File: src/design/skts_pkg.sv
// Shared types and codes of the sorted key table search and insert core.
package skts_pkg;

    localparam int OUTCOME_W = 3;
    localparam int POS_W     = 11;
    localparam int SIDE_W    = 2;
    localparam int COUNT_W   = 11;

    localparam logic [OUTCOME_W-1:0] OUT_FOUND    = 3'd0;
    localparam logic [OUTCOME_W-1:0] OUT_ABSENT   = 3'd1;
    localparam logic [OUTCOME_W-1:0] OUT_INSERTED = 3'd2;
    localparam logic [OUTCOME_W-1:0] OUT_FULL     = 3'd3;
    localparam logic [OUTCOME_W-1:0] OUT_IGNORED  = 3'd4;

    localparam logic [SIDE_W-1:0] SIDE_WITHIN = 2'd0;
    localparam logic [SIDE_W-1:0] SIDE_BELOW  = 2'd1;
    localparam logic [SIDE_W-1:0] SIDE_ABOVE  = 2'd2;

    typedef struct packed {
        logic [OUTCOME_W-1:0] outcome;
        logic [POS_W-1:0]     position;
        logic [SIDE_W-1:0]    range_side;
        logic [COUNT_W-1:0]   entries_now;
    } skts_result_t;

endpackage

File: src/design/skts_ctrl.sv
// Sequencer: range checks, bisection over the key store and the shifting insert.
module skts_ctrl import skts_pkg::*; #(
    parameter int TABLE_DEPTH = 1024,
    parameter int KEY_BITS = 64,
    localparam int ADDR_W = $clog2(TABLE_DEPTH),
    localparam int CNT_W = $clog2(TABLE_DEPTH + 1)
) (
    input  logic                aclk,
    input  logic                aresetn,
    input  logic                in_valid,
    output logic                in_ready,
    input  logic                in_cmd,
    input  logic                in_has_key,
    input  logic [KEY_BITS-1:0] in_key,
    output logic                res_valid,
    input  logic                res_ready,
    output skts_result_t        res,
    output logic                wr_en,
    output logic [ADDR_W-1:0]   wr_addr,
    output logic [KEY_BITS-1:0] wr_data,
    output logic                rd_en,
    output logic [ADDR_W-1:0]   rd_addr,
    input  logic [KEY_BITS-1:0] rd_data
);

    localparam logic [3:0] ST_IDLE      = 4'd0;
    localparam logic [3:0] ST_CHK_FIRST = 4'd1;
    localparam logic [3:0] ST_CHK_LAST  = 4'd2;
    localparam logic [3:0] ST_BIS_ISSUE = 4'd3;
    localparam logic [3:0] ST_BIS_CMP   = 4'd4;
    localparam logic [3:0] ST_DECIDE    = 4'd5;
    localparam logic [3:0] ST_SHIFT     = 4'd6;
    localparam logic [3:0] ST_INS       = 4'd7;
    localparam logic [3:0] ST_DONE      = 4'd8;

    localparam logic [CNT_W-1:0] FULL_COUNT = CNT_W'(TABLE_DEPTH);

    logic [3:0]           state_reg, state_next;
    logic                 cmd_reg, cmd_next;
    logic [KEY_BITS-1:0]  key_reg, key_next;
    logic [CNT_W-1:0]     lo_reg, lo_next;
    logic [CNT_W-1:0]     hi_reg, hi_next;
    logic [CNT_W-1:0]     mid_reg, mid_next;
    logic [CNT_W-1:0]     pos_reg, pos_next;
    logic [CNT_W-1:0]     idx_reg, idx_next;
    logic [CNT_W-1:0]     count_reg, count_next;
    logic [SIDE_W-1:0]    side_reg, side_next;
    logic                 found_reg, found_next;
    logic [OUTCOME_W-1:0] outcome_reg, outcome_next;

    logic [CNT_W-1:0] mid_calc;
    logic [CNT_W-1:0] count_m1;
    logic [CNT_W-1:0] idx_m1;
    logic [CNT_W-1:0] idx_m2;

    assign mid_calc = lo_reg + ((hi_reg - lo_reg) >> 1);
    assign count_m1 = count_reg - CNT_W'(1);
    assign idx_m1   = idx_reg - CNT_W'(1);
    assign idx_m2   = idx_reg - CNT_W'(2);

    assign in_ready  = (state_reg == ST_IDLE);
    assign res_valid = (state_reg == ST_DONE);

    assign res.outcome     = outcome_reg;
    assign res.position    = POS_W'(pos_reg);
    assign res.range_side  = side_reg;
    assign res.entries_now = COUNT_W'(count_reg);

    always_comb begin
        state_next   = state_reg;
        cmd_next     = cmd_reg;
        key_next     = key_reg;
        lo_next      = lo_reg;
        hi_next      = hi_reg;
        mid_next     = mid_reg;
        pos_next     = pos_reg;
        idx_next     = idx_reg;
        count_next   = count_reg;
        side_next    = side_reg;
        found_next   = found_reg;
        outcome_next = outcome_reg;
        wr_en        = 1'b0;
        wr_addr      = '0;
        wr_data      = key_reg;
        rd_en        = 1'b0;
        rd_addr      = '0;

        case (state_reg)
            ST_IDLE: begin
                if (in_valid) begin
                    cmd_next   = in_cmd;
                    key_next   = in_key;
                    pos_next   = '0;
                    side_next  = SIDE_WITHIN;
                    found_next = 1'b0;
                    if (!in_has_key) begin
                        outcome_next = OUT_IGNORED;
                        state_next   = ST_DONE;
                    end else if (count_reg == '0) begin
                        // An empty table puts every key below all entries.
                        side_next  = SIDE_BELOW;
                        state_next = ST_DECIDE;
                    end else begin
                        rd_en      = 1'b1;
                        rd_addr    = '0;
                        state_next = ST_CHK_FIRST;
                    end
                end
            end
            ST_CHK_FIRST: begin
                if (key_reg < rd_data) begin
                    side_next  = SIDE_BELOW;
                    state_next = ST_DECIDE;
                end else begin
                    rd_en      = 1'b1;
                    rd_addr    = count_m1[ADDR_W-1:0];
                    state_next = ST_CHK_LAST;
                end
            end
            ST_CHK_LAST: begin
                if (key_reg > rd_data) begin
                    side_next  = SIDE_ABOVE;
                    pos_next   = count_reg;
                    state_next = ST_DECIDE;
                end else begin
                    lo_next    = '0;
                    hi_next    = count_reg;
                    state_next = ST_BIS_ISSUE;
                end
            end
            ST_BIS_ISSUE: begin
                if (lo_reg < hi_reg) begin
                    rd_en      = 1'b1;
                    rd_addr    = mid_calc[ADDR_W-1:0];
                    mid_next   = mid_calc;
                    state_next = ST_BIS_CMP;
                end else begin
                    pos_next   = lo_reg;
                    state_next = ST_DECIDE;
                end
            end
            ST_BIS_CMP: begin
                if (rd_data == key_reg) begin
                    found_next = 1'b1;
                    pos_next   = mid_reg;
                    state_next = ST_DECIDE;
                end else begin
                    if (rd_data < key_reg) begin
                        lo_next = mid_reg + CNT_W'(1);
                    end else begin
                        hi_next = mid_reg;
                    end
                    state_next = ST_BIS_ISSUE;
                end
            end
            ST_DECIDE: begin
                if (found_reg) begin
                    outcome_next = OUT_FOUND;
                    state_next   = ST_DONE;
                end else if (!cmd_reg) begin
                    outcome_next = OUT_ABSENT;
                    state_next   = ST_DONE;
                end else if (count_reg == FULL_COUNT) begin
                    outcome_next = OUT_FULL;
                    state_next   = ST_DONE;
                end else if (count_reg > pos_reg) begin
                    rd_en      = 1'b1;
                    rd_addr    = count_m1[ADDR_W-1:0];
                    idx_next   = count_reg;
                    state_next = ST_SHIFT;
                end else begin
                    state_next = ST_INS;
                end
            end
            ST_SHIFT: begin
                // Entry idx-1 is on the read port; it moves up to idx.
                wr_en    = 1'b1;
                wr_addr  = idx_reg[ADDR_W-1:0];
                wr_data  = rd_data;
                idx_next = idx_m1;
                if (idx_m1 > pos_reg) begin
                    rd_en   = 1'b1;
                    rd_addr = idx_m2[ADDR_W-1:0];
                end else begin
                    state_next = ST_INS;
                end
            end
            ST_INS: begin
                wr_en        = 1'b1;
                wr_addr      = pos_reg[ADDR_W-1:0];
                wr_data      = key_reg;
                count_next   = count_reg + CNT_W'(1);
                outcome_next = OUT_INSERTED;
                state_next   = ST_DONE;
            end
            ST_DONE: begin
                if (res_ready) begin
                    state_next = ST_IDLE;
                end
            end
            default: begin
                state_next = ST_IDLE;
            end
        endcase
    end

    always_ff @(posedge aclk) begin
        if (!aresetn) begin
            state_reg <= ST_IDLE;
            count_reg <= '0;
        end else begin
            state_reg <= state_next;
            count_reg <= count_next;
        end
    end

    always_ff @(posedge aclk) begin
        cmd_reg     <= cmd_next;
        key_reg     <= key_next;
        lo_reg      <= lo_next;
        hi_reg      <= hi_next;
        mid_reg     <= mid_next;
        pos_reg     <= pos_next;
        idx_reg     <= idx_next;
        side_reg    <= side_next;
        found_reg   <= found_next;
        outcome_reg <= outcome_next;
    end

endmodule

File: config.mk
export PLATFORM = sky130hd
export DESIGN_NAME = skts_ctrl
export DESIGN_NICKNAME = d
export VERILOG_FILES = /design/src/design/skts_pkg.sv /design/src/design/skts_ctrl.sv
export SDC_FILE = /design/constraint.sdc
export NUM_CORES = 1
export LEC_CHECK = 0
export ABC_AREA = 1
export BUFFER_PORTS_ARGS = -buffer_cell sky130_fd_sc_hd__buf_2
export CAP_MARGIN = 10
export CORE_UTILIZATION = 52
export CTS_CLUSTER_DIAMETER = 40
export DETAILED_ROUTE_END_ITERATION = 6
export GPL_ROUTABILITY_DRIVEN = 0
export PLACE_DENSITY = 0.78
export SLEW_MARGIN = 20
export SYNTH_ARGS = -nofsm -noshare
export SYNTH_HDL_FRONTEND = slang
export SYNTH_SLANG_ARGS = --single-unit
File: constraint.sdc
create_clock -name aclk -period 9.6 [get_ports aclk]
set_input_delay 1.44 -clock aclk [delete_from_list [all_inputs] [get_ports aclk]]
set_output_delay 1.44 -clock aclk [all_outputs]
set_load 0.02 [all_outputs]
; After elaboration in Yosys (flattened, before gate mapping)
; Index checks and enable logic that the tools add are counted.
[word_totals]
ff_bits = 141
wordCells = 140
[classes]
add_sub_neg = 7
order_cmp = 6
eq_ne = 27
muxes = 69
n_reduce_logical = 19
[op_table]
columns = cell, count
row1 = $mux W11, 14
row2 = $lt A64 B64 Y1, 2
row3 = $mux W10, 7
row4 = $pmux W11 S2, 3
row5 = $eq A64 B64 Y1, 1
row6 = $gt A64 B64 Y1, 1
row7 = $mux W64, 1
row8 = $pmux W11 S4, 1
row9 = $pmux W10 S4, 1
row10 = $pmux W4 S9, 1
row11 = $ne A2 B2 Y1 const B, 15
row12 = $mux W4, 7
row13 = $mux W3, 9
row14 = $add A11 B1 Y11 const B, 2
row15 = $gt A11 B11 Y1, 2
row16 = $pmux W10 S2, 1
row17 = $mux W1, 17
row18 = $eq A4 B3 Y1 const B, 4
row19 = $reduce_and A4 Y1, 4
row20 = $add A11 B10 Y11, 1
row21 = $eq A11 B11 Y1 const B, 1
row22 = $logic_not A11 Y1, 1
row23 = $lt A11 B11 Y1, 1
row24 = $sub A11 B1 Y11 const B, 1
row25 = other kinds (21), 30

; Logic depth before layout (Yosys ltp)
[logic_depth]
word_depth = 6
mapped_depth = 19
mapped_depth_nobuf = 19

; Worst setup path after synthesis
; No wires, ideal clock.
[synth_timing]
kind = input to output
start = in in_valid
end = out rd_en
t_arrival_ns = 4.724
required_time_ns = 8.160
path_slack_ns = 3.436
path_stages = 4
n_path_buf = 0
path_cell_list = inv_1 -> nor2_1 -> nand3_1 -> nand4_1
[synth_between]
elab_chain_cells = 2
[synth_rtl]
columns = element, line
row1 = start: declaration, skts_ctrl.sv:10  ; input logic in_valid,
row2 = $mux W1, skts_ctrl.sv:90  ; if (in_valid) begin
row3 = $pmux W1 S5, skts_ctrl.sv:88  ; case (state_reg)
row4 = end: declaration, skts_ctrl.sv:21  ; output logic rd_en,
; Every way passes these cells.

; Worst setup path after layout
[layout_timing]
start = reg lo_reg[1]
end = out rd_addr[7]
[layout_between]
elab_chain_cells = 4
word_cells_on_any_way = 5
[layout_rtl]
columns = element, line
row1 = start: declaration, skts_ctrl.sv:41  ; logic [CNT_W-1:0] lo_reg, lo_next;
row2 = start signal: assignment, skts_ctrl.sv:220  ; lo_reg <= lo_next;
row3 = $sub A11 B11 Y11, skts_ctrl.sv:56  ; assign mid_calc = lo_reg + ((hi_reg - lo_reg) >> 1);
row4 = $add A11 B10 Y11 (*), skts_ctrl.sv:56
row5 = named net mid_calc[7], skts_ctrl.sv:51  ; logic [CNT_W-1:0] mid_calc;
row6 = $mux W10 (*), skts_ctrl.sv:132  ; if (lo_reg < hi_reg) begin
row7 = $pmux W10 S4 (*), skts_ctrl.sv:88
row8 = end: declaration, skts_ctrl.sv:22  ; output logic [ADDR_W-1:0] rd_addr,
; Mark *: on every way through the listed nets, which the timed path passes. The rest lies on a longest branch.

==> results_dict.tcl <==
set metrics [dict create \
    synth-compound-area-share_pct 13.7 \
    place_area_um2 11300 \
    worst_clock_skew_ns 0.00887 \
    syn_to_final_growth_pct 21.0 \
    synthXorXnorAreaFrac_pct 3.57 \
    hp-class "register to register" \
    setup_tns_ns 0 \
    drv_slew 0 \
    grt_max_degree 89 \
    multi_input_area_um2 4930 \
    final_cells 1658 \
    critical_path_arrival_ns 3.96 \
    synth_adder_area_share_pct 14.8 \
    fmax_mhz 185 \
    dp_hpwl_mm 21.9 \
    rsz0062_at_grt "false" \
    seq_area_frac_synth_pct 41.6 \
    antenna_left 0 \
    yosysWarnings 0 \
    yosys.area.top_type "edfxtp_1" \
    drive_above_1_share_pct 21.5 \
    routedWlPerCell_um 16.9 \
    cp.required_ns 8.16 \
    clock_latency_ns 0.43 \
    period_minus_slack_ns 5.40 \
    cts_setup_buffers 0 \
    ir_worst_vdd_v 0.000166 \
    core_area_um2 18200 \
    worstPathCellList "inv_1, ha_1, nand2_1, nor2_1, a211oi_2, nor2_1, nor2_1, xnor2_1, ha_1, nand2_1, o21ai_0, a21oi_1, o21ai_0, xnor2_1, inv_1, nand2_1, o211ai_1, buf_2" \
    viasPerCell 5.48 \
    grt_pass1_vias 8805 \
    synth_flop_cell "edfxtp_1" \
    start_util_pct 53.9 \
    clockBufferDepth 2 \
    finalCritPeriodShare_pct 56.2 \
    synthesis.nets 1416 \
    nets 1663 \
    die_h_um 139 \
    largest_reg_flops 64 \
    drtIter0Drc 620 \
    synth-seq-cells 141 \
    cp-start-kind "register" \
    num_rows 49 \
    synth.area.mux_share_pct 0.115 \
    setup-violations-final 0 \
    max_cap_violations 0 \
    clock_sinks 141 \
    worst-path-buf-inv 3 \
    cellPowerDensity_nw_per_um2 257 \
    cts_resized 0 \
    grt_first_pass_wirelength_mm 43.6 \
    drc 0 \
    synth_top_family_by_area "simple AND/OR/NAND/NOR gates" \
    yosysMostFrequentCell "nand2_1" \
    finalInstanceArea_um2 11900 \
    synth_edf_count 126 \
    synthArstFlopShare_pct 0 \
    synthDistinctLibCells 44 \
    synth_top_area_share_pct 38.6 \
    syn_area_per_cell_um2 8.41 \
    vias 9081 \
    synth_area_leaders "edfxtp_1, ha_1, nand2_1, inv_1, o21ai_0" \
    grt_overflow 0 \
    p_leak_nw 5.63 \
    dr.pass1.iters 7 \
    synthSimpleGateAreaFrac_pct 17.9 \
    relSlewSlack_pct 40.8 \
    crit_fanout 5 \
    worst_pin_slew_ns 0.888 \
    clk_pin_slew_ns 0.07 \
    hold_buffers 0 \
    cts_made_buffers 17 \
    cts_tree "yes" \
    path_delay_family "compound AO/OA/AOI/OAI gates" \
    slowest_delay_ns 0.40 \
    drt-total-wl_mm 28.0 \
    num-fill-cells 1568 \
    cts-root-buf "clkbuf_16" \
    synth_cells 1167 \
    worstSetupEndpointType "primary output" \
    synth_area_um2 9810 \
    htreeDepth 4 \
    dpl.cell_count 1624 \
    status "finished clean" \
    crit_type "register to primary output" \
    grtUsageTotal_pct 29.0 \
    port_buffers 248 \
    ff_latch_area_um2 4080 \
    synth_commonest_cells "nand2_1, inv_1, edfxtp_1, ha_1, o21ai_0" \
    pin_count 249 \
    slowest_stage "edfxtp_1" \
    die_w_um 139 \
    hold_viol 0 \
    antenna_found_initial 2 \
    die_area_um2 19400 \
]
[area by class of cell]
class	instances	share of cell area, %
well taps	229	2.41
flip-flops and latches	141	34.4
clock buffers	17	3.58
diodes	2	0.0422
inverters	188	5.97
repair buffers	253	10.8
multi-input cells	813	41.6
clock inverters	15	1.24
[per-stage QoR]
| stage | worst slack (ns) | hold WS (ns) | utilization, % | power, W |
|---|---|---|---|---|
| after floorplan | 3.44 | 0.514 | - | 0.00193 |
| after global placement | 4.52 | 0.542 | 62.0 | 0.00236 |
| after detailed placement | 4.51 | 0.558 | 62.0 | 0.00239 |
| after CTS | 4.21 | 0.572 | 65.1 | 0.00304 |
| after global routing | 3.92 | 0.616 | 65.2 | 0.00324 |
| final | 4.20 | 0.582 | 65.2 | 0.00305 |
[path summary, 6_finish.rpt]
path / to / slack, ns / cells past startpoint / from
max: rd_addr[7] / 4.20 / 18 / lo_reg[1]
min: count_reg[10] / 0.58 / 1 / count_reg[10]
min reg2reg: count_reg[10] / 0.58 / 1 / count_reg[10]
max reg2reg: state_reg[2] / 6.18 / 16 / idx_reg[1]
[worst reg2reg max path, stage by stage, from the launching register on]
cell	delay, ns
edfxtp_1	0.36
inv_1	0.20
ha_1	0.28
nand2_1	0.10
nor4_1	0.37
o31ai_1	0.17
xor2_1	0.19
ha_1	0.30
nand2_1	0.06
nor2_1	0.19
nand3_1	0.12
o2111ai_1	0.14
nand3_1	0.39
nand3_1	0.20
nor2_1	0.07
nand2_1	0.08
a21oi_1	0.06
[layer usage]
layer | vias up | global-route usage (%) | share of wire (%)
li1 | 4448 | - | -
met1 | 4163 | 33.4 | 39
met2 | 413 | 51.4 | 50
met3 | 57 | 7.12 | 8.5
met4 | 0 | 12.0 | 2.9
met5 | - | 0 | 0
[cell families after synthesis]
logic type | count (synthesis)
mux | 1
buf+inv | 213
compound gates | 240
fa+ha+maj | 115
flops | 141
xor+xnor | 40
simple gates | 417
[cell usage in the layout, fill, tap and decap left out, types with 39 or more instances in the layout]
| cell type | instances |
|---|---|
| edfxtp_1 | 126 |
| buf_2 | 248 |
| nand2_1 | 249 |
| nand3_1 | 39 |
| nor2_1 | 77 |
| inv_1 | 178 |
| ha_1 | 113 |
| a21oi_1 | 72 |
| o21ai_0 | 83 |
[power breakdown]
group	internal (W)	total [W]	leakage, nW	switching (W)
combinational	0.000466	0.00143	4.06	0.000966
sequential	0.000898	0.000964	1.30	0.0000663
clock	0.000380	0.000652	0.270	0.000271
Note: power is estimated with default switching activity, not from simulation.
